### src/rtl/core/assert_macros.svh
// Assertion macros shared by the execute unit modules.
// Each macro expects i_clk and i_rst_n in the scope where it is used.
`ifndef ASSERT_MACROS_SVH
`define ASSERT_MACROS_SVH

// Same-cycle implication, checked outside reset.
`define SEB_ASSERT_IMP(lbl, ante, cons) \
    lbl: assert property (@(posedge i_clk) disable iff (!i_rst_n) (ante) |-> (cons)) \
        else $error("assertion failed");

// Next-cycle implication, checked outside reset.
`define SEB_ASSERT_NXT(lbl, ante, cons) \
    lbl: assert property (@(posedge i_clk) disable iff (!i_rst_n) (ante) |=> (cons)) \
        else $error("assertion failed");

`endif

### src/rtl/core/seb_pkg.sv
// Shared types, opcode constants and helper functions of the stack execute unit.
// Depends on nothing; every other source file but assert_macros.svh imports it.
package seb_pkg;

    localparam int EXPR_DEPTH = 1024;
    localparam int RET_DEPTH  = 1024;
    localparam int EXPR_AW    = $clog2(EXPR_DEPTH);
    localparam int RET_AW     = $clog2(RET_DEPTH);
    localparam int QDEPTH     = 2;
    localparam int DIV_STEPS  = 64;
    localparam int CNT_W      = $clog2(DIV_STEPS);

    localparam logic [5:0] OP_NOP      = 6'd0;
    localparam logic [5:0] OP_PUSH8    = 6'd1;
    localparam logic [5:0] OP_PUSH64   = 6'd4;
    localparam logic [5:0] OP_PUSHD    = 6'd5;
    localparam logic [5:0] OP_EXT_LO   = 6'd6;
    localparam logic [5:0] OP_SEXT_LO  = 6'd12;
    localparam logic [5:0] OP_EXT_HI   = 6'd17;
    localparam logic [5:0] OP_TRN_LO   = 6'd18;
    localparam logic [5:0] OP_TRN_HI   = 6'd23;
    localparam logic [5:0] OP_ALU_LO   = 6'd24;
    localparam logic [5:0] OP_ALU_HI   = 6'd55;
    localparam logic [5:0] OP_DUP      = 6'd56;
    localparam logic [5:0] OP_DROP     = 6'd57;
    localparam logic [5:0] OP_SWAP     = 6'd58;
    localparam logic [5:0] OP_CALL     = 6'd59;
    localparam logic [5:0] OP_CJMP     = 6'd60;
    localparam logic [5:0] OP_RET      = 6'd61;
    localparam logic [5:0] OP_END      = 6'd62;
    localparam logic [5:0] OP_FOREIGN  = 6'd63;

    typedef enum logic [3:0] {
        C_NOP, C_PUSH, C_EXT, C_TRUNC, C_ALU, C_DUP, C_DROP, C_SWAP,
        C_CALL, C_CJMP, C_RET, C_END, C_FOREIGN
    } t_cls;

    typedef enum logic [2:0] {
        ALU_ADD, ALU_SUB, ALU_MUL, ALU_DIV, ALU_LTU, ALU_LTS, ALU_GTU, ALU_GTS
    } t_alu;

    typedef enum logic [1:0] {W8, W16, W32, W64} t_wcode;

    typedef enum logic [2:0] {
        F_OK, F_EXPR_OV, F_EXPR_UF, F_RET_ERR, F_DIV_ZERO, F_UNSUP
    } t_fault;

    typedef enum logic [2:0] {
        S_IDLE, S_READ, S_MUL, S_DIV, S_DONE, S_WR2
    } t_state;

    // One classified instruction as it travels from the front to the back.
    typedef struct packed {
        t_cls        cls;
        t_alu        alu;
        t_wcode      w;
        t_wcode      ext_from;
        t_wcode      ext_to;
        logic        sext;
        logic [63:0] imm;
        logic [31:0] fall;
    } t_dec;

    function automatic logic [63:0] wmask(input t_wcode w);
        case (w)
            W8:      wmask = 64'h0000_0000_0000_00FF;
            W16:     wmask = 64'h0000_0000_0000_FFFF;
            W32:     wmask = 64'h0000_0000_FFFF_FFFF;
            default: wmask = 64'hFFFF_FFFF_FFFF_FFFF;
        endcase
    endfunction

    function automatic logic [63:0] put_low(input logic [63:0] old, input logic [63:0] val,
                                            input t_wcode w);
        put_low = (old & ~wmask(w)) | (val & wmask(w));
    endfunction

    function automatic logic [63:0] sign_ext(input logic [63:0] v, input t_wcode w);
        case (w)
            W8:      sign_ext = {{56{v[7]}}, v[7:0]};
            W16:     sign_ext = {{48{v[15]}}, v[15:0]};
            W32:     sign_ext = {{32{v[31]}}, v[31:0]};
            default: sign_ext = v;
        endcase
    endfunction

endpackage

### src/rtl/core/seb_queue.sv
// Short queue of classified items between the front and the back.
// Depends on seb_pkg and assert_macros.svh.
`include "assert_macros.svh"
module seb_queue
    import seb_pkg::*;
(
    input  logic i_clk,
    input  logic i_rst_n,
    input  logic i_push_valid,
    output logic o_push_ready,
    input  t_dec i_push_item,
    output logic o_pop_valid,
    input  logic i_pop,
    output t_dec o_pop_item
);

    localparam int PW = $clog2(QDEPTH);

    t_dec            r_mem [QDEPTH];
    logic [PW-1:0]   r_wp;
    logic [PW-1:0]   r_rp;
    logic [PW:0]     r_cnt;
    logic            push;
    logic            pop;

    assign o_push_ready = (r_cnt != (PW+1)'(QDEPTH));
    assign o_pop_valid  = (r_cnt != '0);
    assign o_pop_item   = r_mem[r_rp];
    assign push         = i_push_valid && o_push_ready;
    assign pop          = i_pop && o_pop_valid;

    always_ff @(posedge i_clk) begin
        if (!i_rst_n) begin
            r_wp  <= '0;
            r_rp  <= '0;
            r_cnt <= '0;
        end else begin
            if (push) begin
                r_wp <= (r_wp == PW'(QDEPTH - 1)) ? '0 : PW'(r_wp + 1'b1);
            end
            if (pop) begin
                r_rp <= (r_rp == PW'(QDEPTH - 1)) ? '0 : PW'(r_rp + 1'b1);
            end
            if (push && !pop) begin
                r_cnt <= (PW+1)'(r_cnt + 1'b1);
            end else if (pop && !push) begin
                r_cnt <= (PW+1)'(r_cnt - 1'b1);
            end
        end
    end

    always_ff @(posedge i_clk) begin
        if (push) begin
            r_mem[r_wp] <= i_push_item;
        end
    end

    `SEB_ASSERT_IMP(a_cnt_bound, 1'b1, r_cnt <= (PW+1)'(QDEPTH))
    `SEB_ASSERT_NXT(a_cnt_up, push && !pop, r_cnt == (PW+1)'($past(r_cnt) + 1'b1))
    `SEB_ASSERT_NXT(a_cnt_dn, pop && !push, r_cnt == (PW+1)'($past(r_cnt) - 1'b1))

endmodule

### config.mk
export PLATFORM = sky130hd
export DESIGN_NAME = seb_queue
export DESIGN_NICKNAME = d
export VERILOG_FILES = /design/src/rtl/core/seb_pkg.sv /design/src/rtl/core/seb_queue.sv
export VERILOG_INCLUDE_DIRS = /design/src /design/src/rtl/core
export SDC_FILE = /design/constraint.sdc
export NUM_CORES = 1
export LEC_CHECK = 0
export BUFFER_PORTS_ARGS = -buffer_cell sky130_fd_sc_hd__buf_2
export CAP_MARGIN = 20
export CORE_ASPECT_RATIO = 1.75
export CORE_MARGIN = 3
export CORE_UTILIZATION = 52
export CTS_CLUSTER_DIAMETER = 60
export DETAILED_ROUTE_END_ITERATION = 10
export GPL_TIMING_DRIVEN = 0
export HOLD_SLACK_MARGIN = 0.12
export PLACE_DENSITY_LB_ADDON = 0.2
export SLEW_MARGIN = 0
export SYNTH_ARGS = -nofsm -noshare
export SYNTH_HDL_FRONTEND = slang
export SYNTH_SLANG_ARGS = --single-unit
### constraint.sdc
create_clock -name i_clk -period 5.07 [get_ports i_clk]
set_input_delay 0.507 -clock i_clk [delete_from_list [all_inputs] [get_ports i_clk]]
set_output_delay 0.507 -clock i_clk [all_outputs]
set_load 0.005 [all_outputs]
==> results by group <==
Worst setup path
  – Worst Path Max Fanout: 10
  – R2R depth: 4
  – R2r setup slk: about 3.1 ns
  – End point of the critical path: o_pop_item[29]
  – Crit path kind: reg -> out
  – RR Endpoint: r_mem[1][18]$_DFFE_PP_
  – Critical path arrival: ~1.8 ns
  – Crit path launch type: register
  – Crit. End Element: output pin
  – Worst path required time: 4.56 ns
  – Worst reg2reg path startpoint: r_cnt[0]$_SDFFE_PN0P_

STA
  – Fin crit period: ~2.3 ns
  – RSZ-0062 raised after global routing: false
  – Fin. max-slew vios: 0
  – Setup TNS: 0 ns
  – Worst slew pin tran: between 0.5 and 0.6 ns
  – Final period util: between 40% and 50%
  – Clk_skew: 0.006387 ns
  – Final Setup Violations: 0
  – Fmax: ~440 MHz
  – Slew margin rel.: a little over 60%
  – Final Hold Fails: 0

Final layout
  – Fillers: 1082
  – Non-Filler Instances: a little over 800
  – N_diodes: 0
  – Share of cells above drive strength 1: 60.25%
  – Nets: around 730
  – Area Growth Syn to Fin: 24.77%

Floorplanning
  – Die area: between 15000 and 20000 µm²
  – # IOs: about 230
  – Die H: approximately 170 µm
  – Core ar.: between 15000 and 20000 µm²
  – # rows: 60
  – Die span in x: between 100 and 150 µm
  – Initial core utilization: ~53%

Power
  – Max VDD drop: 0.3206 mV
  – Power per cell area: between 400 and 500 nW/µm²
  – LEAKAGE: approximately 3.8 nW

Global route
  – Initial antenna violation count: 0
  – GRT Util Overall: roughly 17%
  – Largest net degree at the start of global routing: between 70 and 80
  – Grt total ovfl: 0
  – Vias in the first global route: approximately 4500
  – Global-route wire length before repair: approximately 23 mm

Placement
  – Placed Cells: 780
  – Input/output buffers: between 200 and 250
  – Final GP Congestion: between 0.7 and 0.8
  – Dpl hpwl: about 11 mm

Logic synthesis
  – Synth Net Count: roughly 480
  – Post-Syn Area: just over 8000 µm²
  – Post-synthesis async set-or-reset flop share: 0%
  – Top cell type's share of synthesized area: 80.44%
  – Most common cell in the synthesized netlist: edfxtp_1
  – Synth Instances: 366
  – Avg Synthesized Cell Area: about 22 µm²
  – Post-synth top area cell: edfxtp_1
  – Synth area leaders: edfxtp_1 80%, mux2_2 15%, buf_6 1.4%
  – Post-synth cell types: 21
  – Number of enable flip-flop cells after synthesis: 220
  – Share of the yosys chip area belonging to registers: approximately four fifths
  – Post-synthesis register bit count: around 230
  – Main synth FF type: edfxtp_1
  – YS warnings: 0
  – Commonest cells post-synth: 220 x edfxtp_1, 110 x mux2_2, 10 x buf_6

Run
  – Max-cap violations: 0

Route
  – Vias per cell: a little over 5
  – Drt first pass iters: 4
  – Routed vias: around 4200
  – Routed Antenna Nets: 0
  – Drc violations: 0
  – Routed wire length: 15.67 mm
  – Initial DRC Count: between 100 and 150
  – Wire length per cell: slightly below 20 µm

Clock tree
  – CTS tree: built
  – H-tree levels: 1
  – Cts hold-fix bufs: 0
  – Clock latency on the worst-skew pair: roughly 0.48 ns
  – Clock-pin slew on the worst setup and hold paths: 0.07 ns
  – Root Buffer: clkbuf_16
  – Worst-case clock buffer depth: 3
  – # Post-CTS Setup Buffers: 0
  – CTS resizes: 0
  – CTS Buf Count: 20
  – TritonCTS Sinks: ~230

Run status
  – Status: finished, final reports clean

Min path
  – Hold crit path type: in -> reg
## worst min-delay path by stage
| stage | from | to | slack, ns | cells past startpoint |
|---|---|---|---|---|
| floorplan | r_cnt[1]$_SDFFE_PN0P_ | r_cnt[1]$_SDFFE_PN0P_ | 0.51 | 2 |
| global placement | r_cnt[1]$_SDFFE_PN0P_ | r_cnt[1]$_SDFFE_PN0P_ | 0.52 | 2 |
| detailed placement | r_cnt[1]$_SDFFE_PN0P_ | r_cnt[1]$_SDFFE_PN0P_ | 0.56 | 2 |
| CTS | i_push_item[22] | r_mem[0][22]$_DFFE_PP_ | 0.19 | 1 |
| global route | i_push_item[8] | r_mem[0][8]$_DFFE_PP_ | 0.19 | 1 |
| finish | i_push_item[94] | r_mem[1][94]$_DFFE_PP_ | 0.21 | 1 |
## per-stage QoR
step | power (mW) | setup WS [ns] | utilization [%] | area, µm² | hold WS [ns]
finish | 4.921 | 2.801 | 66.26 | 10250 | 0.2079
global route | 5.141 | 2.705 | 66.26 | 10250 | 0.1894
CTS | 4.999 | 2.742 | 66.26 | 10250 | 0.1853
global placement | 3.577 | 0.07743 | 61.89 | 9572 | 0.5228
floorplan | 3.109 | 1.444 | - | 8213 | 0.5124
detailed placement | 3.606 | 2.987 | 62.43 | 9654 | 0.5649
## flip-flops by register name, summed over array words and instances (netlist names), named ones only
name   cells
r_mem    220
r_cnt      2
r_rp       1
r_wp       1
## worst max-delay path: stages, from the launching register on
cell     delay [ns]
dfxtp_1        0.33
buf_4          0.25
buf_6          0.21
mux2_2         0.36
buf_2          0.14
## layout make-up
cell class / instances / area, µm² / area share [%]
multi-input cells: 128 / 1383 / 13.49
repair buffers: 228 / 1201 / 11.72
inverters: 1 / 6.256 / 0.06105
clock inverters: 4 / 20.02 / 0.1954
well taps: 186 / 232.7 / 2.271
plain buffers: 12 / 125.1 / 1.221
flip-flops and latches: 225 / 6706 / 65.45
clock buffers: 31 / 573.1 / 5.592
## per-layer routing
metal	share of wire (%)	routed length, µm	track usage (%)
met1	33	5240	17.55
met2	56	8841	32.48
met3	7.1	1109	3.916
met4	3.1	482	6.829
met5	0	0	0
## cells in the final DEF, fill, tap and decap left out, types with 2 or more instances in the layout
master	n
buf_2	226
edfxtp_1	220
mux2_2	110
clkbuf_16	21
buf_6	10
clkbuf_1	9
dfxtp_1	5
and2_1	4
xnor2_1	2
clkinv_1	2
buf_16	2
## where the power goes
group | switching (mW) | internal (mW) | leakage [nW] | total [mW]
clock | 0.603 | 0.777 | 0.284 | 1.38
sequential | 0.0600 | 2.32 | 2.10 | 2.38
combinational | 0.551 | 0.609 | 1.45 | 1.16
## cell families (layout without fill, tap and decap cells)
logic type	after synthesis	count (layout)	share of synthesized area, %
and+or+nand+nor	9	9	0.7923
xor gates and xnor gates	3	3	0.3200
adders and majority gates	1	1	0.1523
AOI/OAI and AO/OA	5	5	0.4265
muxes	110	110	15.08
buffers and inverters	13	276	1.569
DFF	225	225	81.66
No activity file was read; power rests on OpenSTA's default activity.
