==> src/rtl/core/assert_macros.svh <==
// Assertion macros shared by the execute unit modules.
// Each macro expects i_clk and i_rst_n in the scope where it is used.
`ifndef ASSERT_MACROS_SVH
`define ASSERT_MACROS_SVH

// Same-cycle implication, checked outside reset.
`define SEB_ASSERT_IMP(lbl, ante, cons) \
    lbl: assert property (@(posedge i_clk) disable iff (!i_rst_n) (ante) |-> (cons)) \
        else $error("assertion failed");

// Next-cycle implication, checked outside reset.
`define SEB_ASSERT_NXT(lbl, ante, cons) \
    lbl: assert property (@(posedge i_clk) disable iff (!i_rst_n) (ante) |=> (cons)) \
        else $error("assertion failed");

`endif

==> src/rtl/core/seb_pkg.sv <==
// Shared types, opcode constants and helper functions of the stack execute unit.
// Depends on nothing; every other source file but assert_macros.svh imports it.
package seb_pkg;

    localparam int EXPR_DEPTH = 1024;
    localparam int RET_DEPTH  = 1024;
    localparam int EXPR_AW    = $clog2(EXPR_DEPTH);
    localparam int RET_AW     = $clog2(RET_DEPTH);
    localparam int QDEPTH     = 2;
    localparam int DIV_STEPS  = 64;
    localparam int CNT_W      = $clog2(DIV_STEPS);

    localparam logic [5:0] OP_NOP      = 6'd0;
    localparam logic [5:0] OP_PUSH8    = 6'd1;
    localparam logic [5:0] OP_PUSH64   = 6'd4;
    localparam logic [5:0] OP_PUSHD    = 6'd5;
    localparam logic [5:0] OP_EXT_LO   = 6'd6;
    localparam logic [5:0] OP_SEXT_LO  = 6'd12;
    localparam logic [5:0] OP_EXT_HI   = 6'd17;
    localparam logic [5:0] OP_TRN_LO   = 6'd18;
    localparam logic [5:0] OP_TRN_HI   = 6'd23;
    localparam logic [5:0] OP_ALU_LO   = 6'd24;
    localparam logic [5:0] OP_ALU_HI   = 6'd55;
    localparam logic [5:0] OP_DUP      = 6'd56;
    localparam logic [5:0] OP_DROP     = 6'd57;
    localparam logic [5:0] OP_SWAP     = 6'd58;
    localparam logic [5:0] OP_CALL     = 6'd59;
    localparam logic [5:0] OP_CJMP     = 6'd60;
    localparam logic [5:0] OP_RET      = 6'd61;
    localparam logic [5:0] OP_END      = 6'd62;
    localparam logic [5:0] OP_FOREIGN  = 6'd63;

    typedef enum logic [3:0] {
        C_NOP, C_PUSH, C_EXT, C_TRUNC, C_ALU, C_DUP, C_DROP, C_SWAP,
        C_CALL, C_CJMP, C_RET, C_END, C_FOREIGN
    } t_cls;

    typedef enum logic [2:0] {
        ALU_ADD, ALU_SUB, ALU_MUL, ALU_DIV, ALU_LTU, ALU_LTS, ALU_GTU, ALU_GTS
    } t_alu;

    typedef enum logic [1:0] {W8, W16, W32, W64} t_wcode;

    typedef enum logic [2:0] {
        F_OK, F_EXPR_OV, F_EXPR_UF, F_RET_ERR, F_DIV_ZERO, F_UNSUP
    } t_fault;

    typedef enum logic [2:0] {
        S_IDLE, S_READ, S_MUL, S_DIV, S_DONE, S_WR2
    } t_state;

    // One classified instruction as it travels from the front to the back.
    typedef struct packed {
        t_cls        cls;
        t_alu        alu;
        t_wcode      w;
        t_wcode      ext_from;
        t_wcode      ext_to;
        logic        sext;
        logic [63:0] imm;
        logic [31:0] fall;
    } t_dec;

    function automatic logic [63:0] wmask(input t_wcode w);
        case (w)
            W8:      wmask = 64'h0000_0000_0000_00FF;
            W16:     wmask = 64'h0000_0000_0000_FFFF;
            W32:     wmask = 64'h0000_0000_FFFF_FFFF;
            default: wmask = 64'hFFFF_FFFF_FFFF_FFFF;
        endcase
    endfunction

    function automatic logic [63:0] put_low(input logic [63:0] old, input logic [63:0] val,
                                            input t_wcode w);
        put_low = (old & ~wmask(w)) | (val & wmask(w));
    endfunction

    function automatic logic [63:0] sign_ext(input logic [63:0] v, input t_wcode w);
        case (w)
            W8:      sign_ext = {{56{v[7]}}, v[7:0]};
            W16:     sign_ext = {{48{v[15]}}, v[15:0]};
            W32:     sign_ext = {{32{v[31]}}, v[31:0]};
            default: sign_ext = v;
        endcase
    endfunction

endpackage

==> src/rtl/core/seb_front.sv <==
// Front of the execute unit: accepts instruction items and classifies the opcode.
// Depends on seb_pkg; feeds seb_queue.
module seb_front
    import seb_pkg::*;
(
    input  logic        i_clk,
    input  logic        i_rst_n,
    input  logic        i_in_valid,
    output logic        o_in_ready,
    input  logic [5:0]  i_func,
    input  logic [63:0] i_immediate,
    input  logic [31:0] i_fallthrough_addr,
    output logic        o_push_valid,
    input  logic        i_push_ready,
    output t_dec        o_push_item
);

    logic r_v;
    t_dec r_d;
    t_dec dec;
    logic [5:0] ext_k;

    always_comb begin
        dec          = '0;
        dec.cls      = C_NOP;
        dec.alu      = t_alu'(3'(6'(i_func - OP_ALU_LO) >> 2));
        dec.w        = t_wcode'(i_func[1:0]);
        dec.imm      = i_immediate;
        dec.fall     = i_fallthrough_addr;
        dec.sext     = (i_func >= OP_SEXT_LO);
        ext_k        = 6'(i_func - OP_EXT_LO);
        if (ext_k >= 6'd6) begin
            ext_k = 6'(ext_k - 6'd6);
        end
        case (ext_k)
            6'd0:    begin dec.ext_from = W8;  dec.ext_to = W16; end
            6'd1:    begin dec.ext_from = W8;  dec.ext_to = W32; end
            6'd2:    begin dec.ext_from = W8;  dec.ext_to = W64; end
            6'd3:    begin dec.ext_from = W16; dec.ext_to = W32; end
            6'd4:    begin dec.ext_from = W16; dec.ext_to = W64; end
            default: begin dec.ext_from = W32; dec.ext_to = W64; end
        endcase
        unique case (i_func) inside
            OP_NOP:                 dec.cls = C_NOP;
            [OP_PUSH8:OP_PUSH64]: begin
                dec.cls = C_PUSH;
                dec.w   = t_wcode'(2'(i_func - OP_PUSH8));
            end
            OP_PUSHD: begin
                dec.cls = C_PUSH;
                dec.w   = W64;
            end
            [OP_EXT_LO:OP_EXT_HI]:  dec.cls = C_EXT;
            [OP_TRN_LO:OP_TRN_HI]:  dec.cls = C_TRUNC;
            [OP_ALU_LO:OP_ALU_HI]:  dec.cls = C_ALU;
            OP_DUP:                 dec.cls = C_DUP;
            OP_DROP:                dec.cls = C_DROP;
            OP_SWAP:                dec.cls = C_SWAP;
            OP_CALL:                dec.cls = C_CALL;
            OP_CJMP:                dec.cls = C_CJMP;
            OP_RET:                 dec.cls = C_RET;
            OP_END:                 dec.cls = C_END;
            default:                dec.cls = C_FOREIGN;
        endcase
    end

    assign o_in_ready   = !r_v || i_push_ready;
    assign o_push_valid = r_v;
    assign o_push_item  = r_d;

    always_ff @(posedge i_clk) begin
        if (!i_rst_n) begin
            r_v <= 1'b0;
        end else if (i_in_valid && o_in_ready) begin
            r_v <= 1'b1;
        end else if (i_push_ready) begin
            r_v <= 1'b0;
        end
    end

    always_ff @(posedge i_clk) begin
        if (i_in_valid && o_in_ready) begin
            r_d <= dec;
        end
    end

endmodule

==> config.mk <==
export PLATFORM = sky130hd
export DESIGN_NAME = seb_front
export DESIGN_NICKNAME = d
export VERILOG_FILES = /design/src/rtl/core/assert_macros.svh /design/src/rtl/core/seb_pkg.sv /design/src/rtl/core/seb_front.sv
export SDC_FILE = /design/constraint.sdc
export NUM_CORES = 1
export LEC_CHECK = 0
export BUFFER_PORTS_ARGS = -buffer_cell sky130_fd_sc_hd__buf_2
export CAP_MARGIN = 25
export CORE_MARGIN = 3
export CORE_UTILIZATION = 25
export DETAILED_ROUTE_END_ITERATION = 8
export PLACE_DENSITY = 0.58
export SETUP_SLACK_MARGIN = 0.15
export SLEW_MARGIN = 20
export SYNTH_ARGS = -nofsm -noshare
export SYNTH_HDL_FRONTEND = slang
export SYNTH_SLANG_ARGS = --single-unit
==> constraint.sdc <==
create_clock -name i_clk -period 4.6 [get_ports i_clk]
set_input_delay 0.23 -clock i_clk [delete_from_list [all_inputs] [get_ports i_clk]]
set_output_delay 0.23 -clock i_clk [all_outputs]
set_load 0.03 [all_outputs]
==> impl_metrics.py <==
metrics = {
    "outcome": {
        "status": "finished clean",
    },
    "sta": {
        "fmax_mhz": 359.0,
        "clock_skew_ns": 0.009266,
        "layout_setup_ws_ns": 1.815,
        "rsz0062_at_grt": "false",
        "slew_headroom_pct": 34.67,
        "drv_slew": 0,
        "period_needed_ns": 2.785,
        "hold_violations": 0,
        "tightest_slew_ns": 0.9799,
        "finalCritPeriodShare_pct": 60.55,
        "finalSetupViolations": 0,
        "tns_ns": 0,
    },
    "power": {
        "p_leak_nw": 2.362,
        "powerDensity_mw_per_mm2": 396.6,
        "ir_drop_mv": 0.1546,
    },
    "die": {
        "dieArea_sq_mm": 0.01799,
        "dieHeight_um": 134.1,
        "start_util_pct": 25.66,
        "fp-row-count": 46,
        "fp.dieW_um": 134.1,
        "io_pins": 218,
        "design.core.area_sq_mm": 0.01600,
    },
    "logic_synthesis": {
        "netlist_area_sq_mm": 0.004105,
        "synth_top_cell_by_area": "edfxtp_1",
        "synth-seq-area-share_pct": 80.95,
        "synthCells": 235,
        "ys_seq_elements": 111,
        "synth_flop_cell": "edfxtp_1",
        "async_flop_share_pct": 0,
        "synth_nets": 351,
        "ys_types": 39,
        "yosysWarnings": 0,
        "synth_edf_count": 110,
        "synth_top_area_share_pct": 80.46,
        "synth_area_leaders": "edfxtp_1, ha_1, a21oi_1",
        "synth.avg_cell_area_sq_um": 17.47,
    },
    "setup_path": {
        "cp.required_ns": 4.70,
        "path_buf_inv": 2,
        "path_max_fanout": 15,
        "crit_type": "in2reg",
        "slowest_stage": "ha_1",
        "critPathMaxStageDelay_ns": 0.50,
        "crit_chain": "buf_2 > inv_1 > ha_1 > mux2i_1 > o21ai_1 > o21a_1 > a311o_1 > a2111o_1 > or3_1",
        "cpLargestDelayFamily": "compound AO/OA/AOI/OAI gates",
        "crit_arrival_ns": 2.88,
        "start_kind": "primary input",
        "crit_path_end_kind": "flip-flop",
    },
    "clock_tree": {
        "ctsLongestPathBuffers": 2,
        "htree_levels": 3,
        "post_cts_resized": 0,
        "root_buffer": "clkbuf_16",
        "ctsHoldBuffers": 0,
        "cts_made_buffers": 9,
        "clk_pin_slew_ns": 0.08,
        "clock_latency_ns": 0.35,
        "cts.sinks": 111,
        "cts_setup_buffers": 0,
        "cts_tree": "yes",
    },
    "global_route": {
        "grtUsageMet2_pct": 19.48,
        "grt_pass1_wl_mm": 15.57,
        "busiest_layer": "met2",
        "use_met1_pct": 12.62,
        "grt_pass1_vias": 2873,
        "grt_remaining_overflow": 0,
        "grt_max_degree": 76,
        "antenna_found_initial": 0,
        "grtUsageTotal_pct": 11.21,
        "use_met3_pct": 3.938,
    },
    "layout": {
        "syn_to_final_growth_pct": 39.26,
        "nNetsFinal": 571,
        "final_cell_mix": "buf_2, edfxtp_1, a21oi_1, nor2_1",
        "num_antenna_cells": 0,
        "layout_commonest_cell": "buf_2",
        "finish.utilization_pct": 35.73,
        "drive_above_1_share_pct": 51.09,
        "fin_area_sq_mm": 0.005717,
    },
    "detailed_routing": {
        "vias": 2903,
        "wl_mm": 10.63,
        "firstDrtPassIters": 4,
        "wl_per_cell_um": 15.73,
        "drt_iter0_markers": 144,
        "drc_errors": 0,
        "vias_per_cell": 4.294,
        "antenna_left": 0,
    },
    "place": {
        "io_buffer_count": 217,
        "gp_congestion": 0.8735,
        "placed_area_sq_mm": 0.005426,
        "place_ws_ns": 1.517,
        "hpwlAfterDp_mm": 8.119,
    },
    "flow_run": {
        "maxCapViolCount": 0,
    },
    "min_path": {
        "min_path_type": "in2reg",
    },
}
-- metrics by stage --
| stage | hold WS (ns) | cells | total power [mW] |
|---|---|---|---|
| 2_1_floorplan | 0.3289 | 235 | 1.427 |
| 3_3_place_gp | 0.4069 | 660 | 1.543 |
| 3_5_place_dp | 0.4084 | 660 | 1.549 |
| 4_1_cts | 0.02978 | 676 | 2.305 |
| 5_1_grt | 0.02227 | 676 | 2.372 |
| 6_report | 0.04948 | 676 | 2.267 |
-- layer usage --
layer	vias to the layer above	share of wire (%)
met5	-	0
li1	1348	-
met2	162	51
met1	1376	38
met3	17	8.9
met4	0	2.8
-- report_power, final --
group,switching (mW),internal (mW)
logic,0.227,0.0968
registers,0.0140,1.18
clock network,0.366,0.379
-- flip-flops by register name (all words and copies together), names as in the netlist --
| name | cells |
|---|---|
| o_push_item | 110 |
| o_push_valid | 1 |
-- cell families (layout without fill, tap and decap cells) --
kind of cell    after synthesis  after routing  synth area share [%]
mux                           2              2                0.4877
flops                       111            111                 80.95
compound gates               48             48                 7.589
simple gates                 44             44                 5.455
fa+ha+maj                    10             10                 3.048
buf+inv                      17            242                 1.829
xor+xnor                      3              3                0.6402
-- final cells by class --
cell class                 count  area, sq um
clock inverter                 7        65.06
timing repair buffer         218         1094
inverter                       8        30.03
tap                          216        270.3
sequential                   111         3323
multi-input combinational    107        709.4
fill                        1601        10280
clock buffer                   9        225.2
-- synthesized netlist by cell type, types with 2 or more instances --
master and count:
and2_1 2, nand4_1 3, nor2b_1 2, a21boi_0 2, nand2_1 6, o21ai_1 2
clkbuf_1 5, o21ai_0 10, a211oi_1 2, nor3_1 5, inv_1 8, ha_1 10
xnor2_1 3, nand3_1 2, a31oi_1 3, nand2b_1 5, and3_1 2, mux2i_1 2
nor2_1 12, edfxtp_1 110, o21a_1 3, or3_1 4, a221oi_1 2, buf_2 3
a21oi_1 13
-- path summary, 6_finish.rpt --
kind / from / to / slack, ns / cells past startpoint
setup / recovery: i_func[1] / o_push_item[97]$_DFFE_PP_ / 1.81 / 9
hold / removal: i_immediate[19] / o_push_item[51]$_DFFE_PP_ / 0.05 / 1
setup reg to reg: o_push_valid$_SDFFE_PN0P_ / o_push_item[79]$_DFFE_PP_ / 2.43 / 3
hold reg to reg: o_push_valid$_SDFFE_PN0P_ / o_push_valid$_SDFFE_PN0P_ / 0.55 / 2
(Power assumes the default switching activity.)
